===== src/rtl/civ_pkg.sv =====
// Shared types, constants and calendar tables for the civil time to epoch converter.
`default_nettype none

package civ_pkg;

    // Number of register stages from the input register to the output register.
    localparam int STAGES = 6;

    localparam logic [13:0] MIN_YEAR_RESET = 14'd2024;
    localparam logic [14:0] YEAR_FLOOR     = 15'd1970;
    localparam logic [14:0] YEAR_CEIL      = 15'd9999;

    // floor(x / 100) = (x * RECIP100) >> RECIP_SHIFT for every x below 16384.
    localparam logic [12:0] RECIP100    = 13'd5243;
    localparam int          RECIP_SHIFT = 19;

    localparam logic [17:0] ERA_DAYS    = 18'd146097;
    localparam logic [19:0] EPOCH_DAYS  = 20'd719468;
    localparam logic [26:0] MS_PER_DAY  = 27'd86400000;

    typedef struct packed {
        logic [14:0] year;
        logic [7:0]  month;
        logic [7:0]  day;
        logic [7:0]  hour;
        logic [7:0]  minute;
        logic [7:0]  second;
        logic [10:0] millisecond;
    } raw_t;

    typedef struct packed {
        logic        ok;
        logic [13:0] year;
        logic [13:0] ay;
        logic [26:0] prod_y;
        logic [26:0] prod_ay;
        logic [3:0]  month;
        logic [6:0]  day;
        logic [16:0] sod;
        logic [9:0]  milli;
    } dec_t;

    typedef struct packed {
        logic        ok;
        logic [5:0]  era;
        logic [8:0]  yoe;
        logic [1:0]  cent;
        logic [8:0]  doy;
        logic [16:0] sod;
        logic [9:0]  milli;
    } cal_t;

    // Days in a common year's month, January as 1.
    function automatic logic [4:0] month_len(input logic [3:0] month);
        logic [4:0] len;
        begin
            case (month)
                4'd2:    len = 5'd28;
                4'd4:    len = 5'd30;
                4'd6:    len = 5'd30;
                4'd9:    len = 5'd30;
                4'd11:   len = 5'd30;
                default: len = 5'd31;
            endcase
            return len;
        end
    endfunction

    // Day of a March-based year on which the month starts.
    function automatic logic [8:0] march_doy(input logic [3:0] month);
        logic [8:0] doy;
        begin
            case (month)
                4'd3:    doy = 9'd0;
                4'd4:    doy = 9'd31;
                4'd5:    doy = 9'd61;
                4'd6:    doy = 9'd92;
                4'd7:    doy = 9'd122;
                4'd8:    doy = 9'd153;
                4'd9:    doy = 9'd184;
                4'd10:   doy = 9'd214;
                4'd11:   doy = 9'd245;
                4'd12:   doy = 9'd275;
                4'd1:    doy = 9'd306;
                4'd2:    doy = 9'd337;
                default: doy = 9'd0;
            endcase
            return doy;
        end
    endfunction

endpackage

`default_nettype wire


===== src/rtl/civ_pipe_ctl.sv =====
// Valid bits and stall control for the converter pipeline.
`default_nettype none

module civ_pipe_ctl (
    input  wire logic                       clk,
    input  wire logic                       rst_n,
    input  wire logic                       in_valid,
    output logic                            in_ready,
    output logic                            out_valid,
    input  wire logic                       out_ready,
    output logic [civ_pkg::STAGES-1:0]      en
);

    logic [civ_pkg::STAGES-1:0] valid_reg;
    logic [civ_pkg::STAGES-1:0] valid_next;
    logic [civ_pkg::STAGES:0]   adv;

    // A stage loads when it is empty or its contents move on.
    always_comb
    begin
        adv[civ_pkg::STAGES] = out_ready;
        for (int i = civ_pkg::STAGES - 1; i >= 0; i--)
        begin
            adv[i] = !valid_reg[i] || adv[i + 1];
        end
    end

    assign en         = adv[civ_pkg::STAGES-1:0];
    assign valid_next = (en & {valid_reg[civ_pkg::STAGES-2:0], in_valid}) | (~en & valid_reg);
    assign in_ready   = adv[0];
    assign out_valid  = valid_reg[civ_pkg::STAGES-1];

    always_ff @(posedge clk or negedge rst_n)
    begin
        if (!rst_n)
        begin
            valid_reg <= '0;
        end
        else
        begin
            valid_reg <= valid_next;
        end
    end

endmodule

`default_nettype wire


===== src/rtl/civ_date.sv =====
// Field checks and calendar decomposition: two register stages.
`default_nettype none

module civ_date (
    input  wire logic           clk,
    input  wire logic [1:0]     en,
    input  wire civ_pkg::raw_t  raw,
    input  wire logic [13:0]    min_year,
    output civ_pkg::cal_t       cal
);

    civ_pkg::dec_t dec_reg;
    civ_pkg::dec_t dec_next;
    civ_pkg::cal_t cal_reg;
    civ_pkg::cal_t cal_next;

    logic        year_ok;
    logic        month_ok;
    logic        time_ok;
    logic        le_feb;
    logic [7:0]  yq;
    logic [13:0] yrem;
    logic        leap;
    logic [5:0]  max_day;
    logic [7:0]  ayq;

    // Stage two: range checks and the two divide-by-100 products.
    always_comb
    begin
        year_ok  = ($signed(raw.year) >= $signed({1'b0, min_year}))
                && ($signed(raw.year) >= $signed(civ_pkg::YEAR_FLOOR))
                && ($signed(raw.year) <= $signed(civ_pkg::YEAR_CEIL));
        month_ok = ($signed(raw.month) >= 8'sd1) && ($signed(raw.month) <= 8'sd12);
        time_ok  = ($signed(raw.hour) >= 8'sd0) && ($signed(raw.hour) <= 8'sd23)
                && ($signed(raw.minute) >= 8'sd0) && ($signed(raw.minute) <= 8'sd59)
                && ($signed(raw.second) >= 8'sd0) && ($signed(raw.second) <= 8'sd59)
                && ($signed(raw.millisecond) >= 11'sd0)
                && ($signed(raw.millisecond) <= 11'sd999);
        le_feb   = (raw.month[3:0] <= 4'd2);

        dec_next.ok      = year_ok && month_ok && time_ok && ($signed(raw.day) >= 8'sd1);
        dec_next.year    = raw.year[13:0];
        dec_next.ay      = raw.year[13:0] - {13'd0, le_feb};
        dec_next.prod_y  = 27'(raw.year[13:0]) * 27'(civ_pkg::RECIP100);
        dec_next.prod_ay = 27'(dec_next.ay) * 27'(civ_pkg::RECIP100);
        dec_next.month   = raw.month[3:0];
        dec_next.day     = raw.day[6:0];
        dec_next.sod     = 17'(raw.hour[4:0]) * 17'd3600 + 17'(raw.minute[5:0]) * 17'd60
                         + 17'(raw.second[5:0]);
        dec_next.milli   = raw.millisecond[9:0];
    end

    // Stage three: leap year, month length, era split and day of year.
    always_comb
    begin
        yq      = dec_reg.prod_y[civ_pkg::RECIP_SHIFT +: 8];
        yrem    = dec_reg.year - 14'(yq) * 14'd100;
        leap    = (dec_reg.year[1:0] == 2'd0) && ((yrem != 14'd0) || (yq[1:0] == 2'd0));
        max_day = 6'(civ_pkg::month_len(dec_reg.month))
                + {5'd0, leap && (dec_reg.month == 4'd2)};
        ayq     = dec_reg.prod_ay[civ_pkg::RECIP_SHIFT +: 8];

        cal_next.ok    = dec_reg.ok && (dec_reg.day <= {1'b0, max_day});
        cal_next.era   = ayq[7:2];
        cal_next.yoe   = 9'(dec_reg.ay - 14'(ayq[7:2]) * 14'd400);
        cal_next.cent  = ayq[1:0];
        cal_next.doy   = civ_pkg::march_doy(dec_reg.month) + 9'(dec_reg.day) - 9'd1;
        cal_next.sod   = dec_reg.sod;
        cal_next.milli = dec_reg.milli;
    end

    always_ff @(posedge clk)
    begin
        if (en[0])
        begin
            dec_reg <= dec_next;
        end
        if (en[1])
        begin
            cal_reg <= cal_next;
        end
    end

    assign cal = cal_reg;

endmodule

`default_nettype wire


===== src/rtl/civ_scale.sv =====
// Day count and millisecond scaling: three register stages ending in the output register.
`default_nettype none

module civ_scale (
    input  wire logic           clk,
    input  wire logic [2:0]     en,
    input  wire civ_pkg::cal_t  cal,
    output logic                valid_res,
    output logic [47:0]         epoch_ms
);

    logic        ok4_reg;
    logic [17:0] doe_reg;
    logic [21:0] era_days_reg;
    logic [26:0] tod4_reg;
    logic [17:0] doe_next;
    logic [21:0] era_days_next;
    logic [26:0] tod_next;

    logic        ok5_reg;
    logic [21:0] days_reg;
    logic [26:0] tod5_reg;
    logic [21:0] days_next;

    logic        valid_res_reg;
    logic [47:0] epoch_ms_reg;
    logic [48:0] ms_full;
    logic [47:0] epoch_ms_next;

    // Day of era, era start and time of day in milliseconds.
    always_comb
    begin
        doe_next      = 18'(cal.yoe) * 18'd365 + 18'(cal.yoe[8:2]) - 18'(cal.cent)
                      + 18'(cal.doy);
        era_days_next = 22'(cal.era) * 22'(civ_pkg::ERA_DAYS);
        tod_next      = 27'(cal.sod) * 27'd1000 + 27'(cal.milli);
    end

    // Shift the day count to the 1970 epoch.
    assign days_next = 22'(23'(era_days_reg) + 23'(doe_reg) - 23'(civ_pkg::EPOCH_DAYS));

    // Scale days to milliseconds; drop the result of a failed item.
    always_comb
    begin
        ms_full       = 49'(days_reg) * 49'(civ_pkg::MS_PER_DAY) + 49'(tod5_reg);
        epoch_ms_next = ok5_reg ? ms_full[47:0] : 48'd0;
    end

    always_ff @(posedge clk)
    begin
        if (en[0])
        begin
            ok4_reg      <= cal.ok;
            doe_reg      <= doe_next;
            era_days_reg <= era_days_next;
            tod4_reg     <= tod_next;
        end
        if (en[1])
        begin
            ok5_reg  <= ok4_reg;
            days_reg <= days_next;
            tod5_reg <= tod4_reg;
        end
        if (en[2])
        begin
            valid_res_reg <= ok5_reg;
            epoch_ms_reg  <= epoch_ms_next;
        end
    end

    assign valid_res = valid_res_reg;
    assign epoch_ms  = epoch_ms_reg;

endmodule

`default_nettype wire


===== src/rtl/civ_time_to_epoch_ms_top.sv =====
// Top level of the civil date and time to epoch millisecond converter.
// Usage:
//   Input channel (in_valid / in_ready) carries one decoded UTC date and time
//   per item: year, month, day, hour, minute, second, millisecond, all signed.
//   Output channel (out_valid / out_ready) returns one result per item:
//   valid_res is 1 when every field passes its range check (year against
//   minimum_year and 1970..9999, Gregorian month length), and epoch_ms holds
//   milliseconds since 1970-01-01, or zero for a rejected item.
//   cfg_we / cfg_wdata write minimum_year; write it only while no item is in
//   flight.
// Pipeline and throughput:
//   Six register stages (input, checks, calendar split, day of era, epoch
//   shift, output). An accepted item moves through these stages in order,
//   and one item is taken every cycle while out_ready is high; the ms scaling
//   multiply in the last stage and the era split set the stage depth.
// Reset:
//   rst_n clears all stage valid bits and loads minimum_year with 2024.
// Stalls:
//   While out_ready is low the output register holds its item; bubbles ahead
//   of it still fill, and in_ready drops only once every stage is full.
`default_nettype none

module civil_time_to_epoch_ms_top (
    input  wire logic        clk,
    input  wire logic        rst_n,
    input  wire logic        cfg_we,
    input  wire logic [13:0] cfg_wdata,
    input  wire logic        in_valid,
    output logic             in_ready,
    input  wire logic [14:0] year,
    input  wire logic [7:0]  month,
    input  wire logic [7:0]  day,
    input  wire logic [7:0]  hour,
    input  wire logic [7:0]  minute,
    input  wire logic [7:0]  second,
    input  wire logic [10:0] millisecond,
    output logic             out_valid,
    input  wire logic        out_ready,
    output logic             valid_res,
    output logic [47:0]      epoch_ms
);

    logic [civ_pkg::STAGES-1:0] en;
    logic [13:0]                minimum_year_reg;
    civ_pkg::raw_t              raw_reg;
    civ_pkg::raw_t              raw_next;
    civ_pkg::cal_t              cal;

    // Hold the configured minimum year; the user must change it only while the pipe is empty (not enforced here).
    always_ff @(posedge clk or negedge rst_n)
    begin
        if (!rst_n)
        begin
            minimum_year_reg <= civ_pkg::MIN_YEAR_RESET;
        end
        else if (cfg_we)
        begin
            minimum_year_reg <= cfg_wdata;
        end
    end

    civ_pipe_ctl u_ctl (
        .clk       (clk),
        .rst_n     (rst_n),
        .in_valid  (in_valid),
        .in_ready  (in_ready),
        .out_valid (out_valid),
        .out_ready (out_ready),
        .en        (en)
    );

    // Capture the raw fields of an accepted item.
    always_comb
    begin
        raw_next.year        = year;
        raw_next.month       = month;
        raw_next.day         = day;
        raw_next.hour        = hour;
        raw_next.minute      = minute;
        raw_next.second      = second;
        raw_next.millisecond = millisecond;
    end

    always_ff @(posedge clk)
    begin
        if (en[0])
        begin
            raw_reg <= raw_next;
        end
    end

    civ_date u_date (
        .clk      (clk),
        .en       (en[2:1]),
        .raw      (raw_reg),
        .min_year (minimum_year_reg),
        .cal      (cal)
    );

    civ_scale u_scale (
        .clk       (clk),
        .en        (en[5:3]),
        .cal       (cal),
        .valid_res (valid_res),
        .epoch_ms  (epoch_ms)
    );

endmodule

`default_nettype wire

===== config.mk =====
export PLATFORM = sky130hd
export DESIGN_NAME = civil_time_to_epoch_ms_top
export DESIGN_NICKNAME = d
export VERILOG_FILES = /design/src/rtl/civ_pkg.sv /design/src/rtl/civ_pipe_ctl.sv /design/src/rtl/civ_date.sv /design/src/rtl/civ_scale.sv /design/src/rtl/civ_time_to_epoch_ms_top.sv
export SDC_FILE = /design/constraint.sdc
export NUM_CORES = 2
export LEC_CHECK = 0
export BUFFER_PORTS_ARGS = -buffer_cell sky130_fd_sc_hd__buf_2
export CORE_ASPECT_RATIO = 1.2
export CORE_MARGIN = 5
export CORE_UTILIZATION = 52
export CTS_CLUSTER_SIZE = 40
export DETAILED_ROUTE_END_ITERATION = 10
export GPL_ROUTABILITY_DRIVEN = 0
export GPL_TIMING_DRIVEN = 0
export PLACE_DENSITY = 0.7
export SYNTH_ARGS = -nofsm -noshare
export SYNTH_HDL_FRONTEND = slang
export SYNTH_SLANG_ARGS = --single-unit

===== constraint.sdc =====
create_clock -name clk -period 6.7 [get_ports clk]
set_input_delay 1.005 -clock clk [delete_from_list [all_inputs] [get_ports clk]]
set_output_delay 1.005 -clock clk [all_outputs]
set_load 0.005 [all_outputs]

==> impl_results.md <==
* Status: completed
* Initial antenna violation count at 1
* Arr. time, crit path at 6.95 ns
* # hold bufs at CTS at 0
* Drt wl/cell at 16.3 um
* Core area at 75100 um2
* Asr flop ratio synth at 5.08%
* Post-route cell area at 45200 um2
* Maximum root-to-sink buffer count at 3
* Via count at between 20000 and 30000
* Max reg flops at 66
* Mapped Avg Cell Area at 11.2 um2
* DP HPWL at roughly 64000 um
* Crit path max fanout at 6
* Largest net degree at the start of global routing at 47
* Sequence of cells on the critical path: ha_4 -> ha_1 -> ha_1 -> inv_1 -> fa_1 -> inv_1 -> fa_1 -> fa_1 -> ha_1 -> and3_1 -> and3_1 -> a221o_1 -> buf_4 -> o21ai_2 -> nand4b_1 -> or2_4 -> or4_4 -> nor4_4 -> nand3_1 -> xor2_1 -> and2_1
* Mapped Area at 39500 um2
* Starting Density at 52.5%
* Die Span Y at 312 um
* Reg clk slew, reported paths at 0.06 ns
* Root buffer cell: clkbuf_16
* CTS H-tree lvls at 2
* Fin. Hold Viols at 0
* CP Capture Type: flip-flop
* Nets at about 5100
* Final slew viol count at 0
* Synth Net Count at 4741
* Commonest non-fill, non-tap cell in the layout: inv_1
* Post-route DRC at 0
* First-pass GRT wire length at 131000 um
* Total Wirelength at 79500 um
* Max Cap Viol at 0
* Most used DFF post-synth: edfxtp_1
* Die Span X at approximately 260 um
* Fraction of the yosys area taken by sequential cells at 29.5%
* Fin Setup TNS at 0 ns
* Post-synth EDFFs at 365
* Fmax at 151 MHz
* CTS Buf Count at 46
* Period utilisation layout at between 90% and 100%
* CTS Sinks at 394
* Max-slew headroom at 40.3%
* Warnings from Yosys at 0
* RSZ-0062 raised after global routing: true
* Netlist cell types at 85
* Cells after Synth at 3520
* Number of global-route vias before repair at 26500
* CP max stage delay at 0.57 ns
* Share of post-route cells with drive strength above 1 at between 10% and 20%
* Hold Crit Class: in -> async
* Crit path kind: reg -> reg
* IO Port Bufs at 134
* Clock period minus final worst setup slack at 6.61 ns
* Placed cell areas at roughly 42000 um2
* Final clock skew at 0.0216 ns
* Register bit total from synthesis at 394
* Critical Path Source Type: flip-flop
* Actual slew at the worst max-slew pin at 0.889 ns
* Io pins at roughly 140
* Initial DRT Pass Iterations at 5
* Crit path required time at 7.04 ns
* Worst skew pair latency at 0.59 ns
* Die Area at 81500 um2
* Iter 0 DRT Violations at 1082
* Most frequent cells in the layout: 752 x inv_1, 717 x ha_1, 383 x fa_1
* Total track usage at 19.7%
* Total grt overflow at 0
* Area Overhead vs Synth at 14.5%
* CTS tree: yes
* # rows at 110
* Slowest CP cell: edfxtp_1
* Post-route ant nets at 0
* Vias per cell at 5.16
* Finish-stage setup viols at 0
==> worst max-delay path, delay by kind of cell, from the launching register on <==
family                     cells  cell delay, ns
adders and majority gates      7            2.73
DFF                            1            0.57
xor gates and xnor gates       1            0.17
AOI/OAI and AO/OA              2            0.47
buffers and inverters          3            0.26
and+or+nand+nor                8            2.16
==> final timing paths <==
path,start,end,slack (ns),cells past startpoint
worst max-delay path,u_scale.days_reg[11]$_DFFE_PP_,u_scale.epoch_ms[46]$_SDFFCE_PN0P_,0.09,21
worst min-delay path,rst_n,minimum_year_reg[0]$_DFFE_PN0P_,0.41,1
worst max register to register,u_scale.days_reg[11]$_DFFE_PP_,u_scale.epoch_ms[46]$_SDFFCE_PN0P_,0.09,21
worst min register to register,u_scale.tod4_reg[12]$_DFFE_PP_,u_scale.tod5_reg[12]$_DFFE_PP_,0.41,0
max in group asynchronous,rst_n,async pin,5.91,1
min in group clk,u_scale.tod4_reg[12]$_DFFE_PP_,u_scale.tod5_reg[12]$_DFFE_PP_,0.41,0
==> Yosys cell counts (7+ instances only) <==
cell,n,area [um2]
a211o_1,7,61.3
a211oi_1,13,97.6
a21boi_0,8,60.1
a21o_1,78,586
a21oi_1,141,706
a31oi_1,10,62.6
and2_1,43,269
and3_1,24,150
clkbuf_1,18,67.6
dfrtp_1,13,325
dfstp_2,7,184
dfxtp_1,9,180
edfxtp_1,365,11000
fa_1,385,7710
ha_1,751,9400
inv_1,768,2880
nand2_1,123,462
nand2b_1,21,131
nand3_1,33,165
nand4_1,29,181
nor2_1,91,342
nor2b_1,30,188
nor3_1,40,200
nor3b_1,7,52.6
nor4_1,7,43.8
o2111ai_1,7,61.3
o211ai_1,12,90.1
o21a_1,20,150
o21ai_0,72,360
o21ai_1,7,35.0
o21bai_1,31,233
or2_2,8,50.1
or3_1,9,56.3
xnor2_1,161,1410
xor2_1,61,534
==> per-layer routing <==
layer,global-route usage [%],vias to the layer above,part of all wire (%)
met2,36.3,403,53
met3,2.28,128,3.1
met1,24.2,12300,41
met5,0,-,0
li1,-,12400,-
met4,5.79,0,3.0
==> what timing repair did <==
item / CTS / global route
pin swaps: 35 / 91
setup endpoints to repair: 25 / 26
cloned: 0 / 0
buffers inserted: 61 / 68
gates resized for setup: 92 / 86
==> cell type report <==
cell class,instances,area [um2]
clock inverters,28,335
diodes,1,2.50
fillers,6114,29900
plain buffers,17,63.8
clock buffers,56,1250
well taps,1008,1260
repair buffers,272,1850
flip-flops and latches,394,11600
multi-input cells,2339,25900
inverters,768,2890
==> per-stage QoR <==
step | hold WS (ns) | setup slack [ns] | util (%) | std cells
floorplan | 0.400 | 0.0399 | - | 3520
global placement | 0.401 | -0.952 | 55.1 | 4662
detailed placement | 0.405 | -0.990 | 55.4 | 4671
CTS | 0.370 | -0.0806 | 58.8 | 4815
global route | 0.413 | -0.145 | 60.2 | 4882
finish | 0.410 | 0.0887 | 60.2 | 4883
==> kinds of logic (layout without fill, tap and decap cells) <==
family,after synthesis,in the layout,synth area share [%]
compound gates,470,470,7.77
xor+xnor,223,223,4.98
fa+ha+maj,1136,1136,43.3
buf+inv,787,1141,7.48
flops,394,394,29.5
mux,8,8,0.209
other cells,0,1,0
simple gates,502,502,6.71
Power is not shown: default switching activity piles up to over one toggle a cycle in this logic, so the estimate is an artifact.
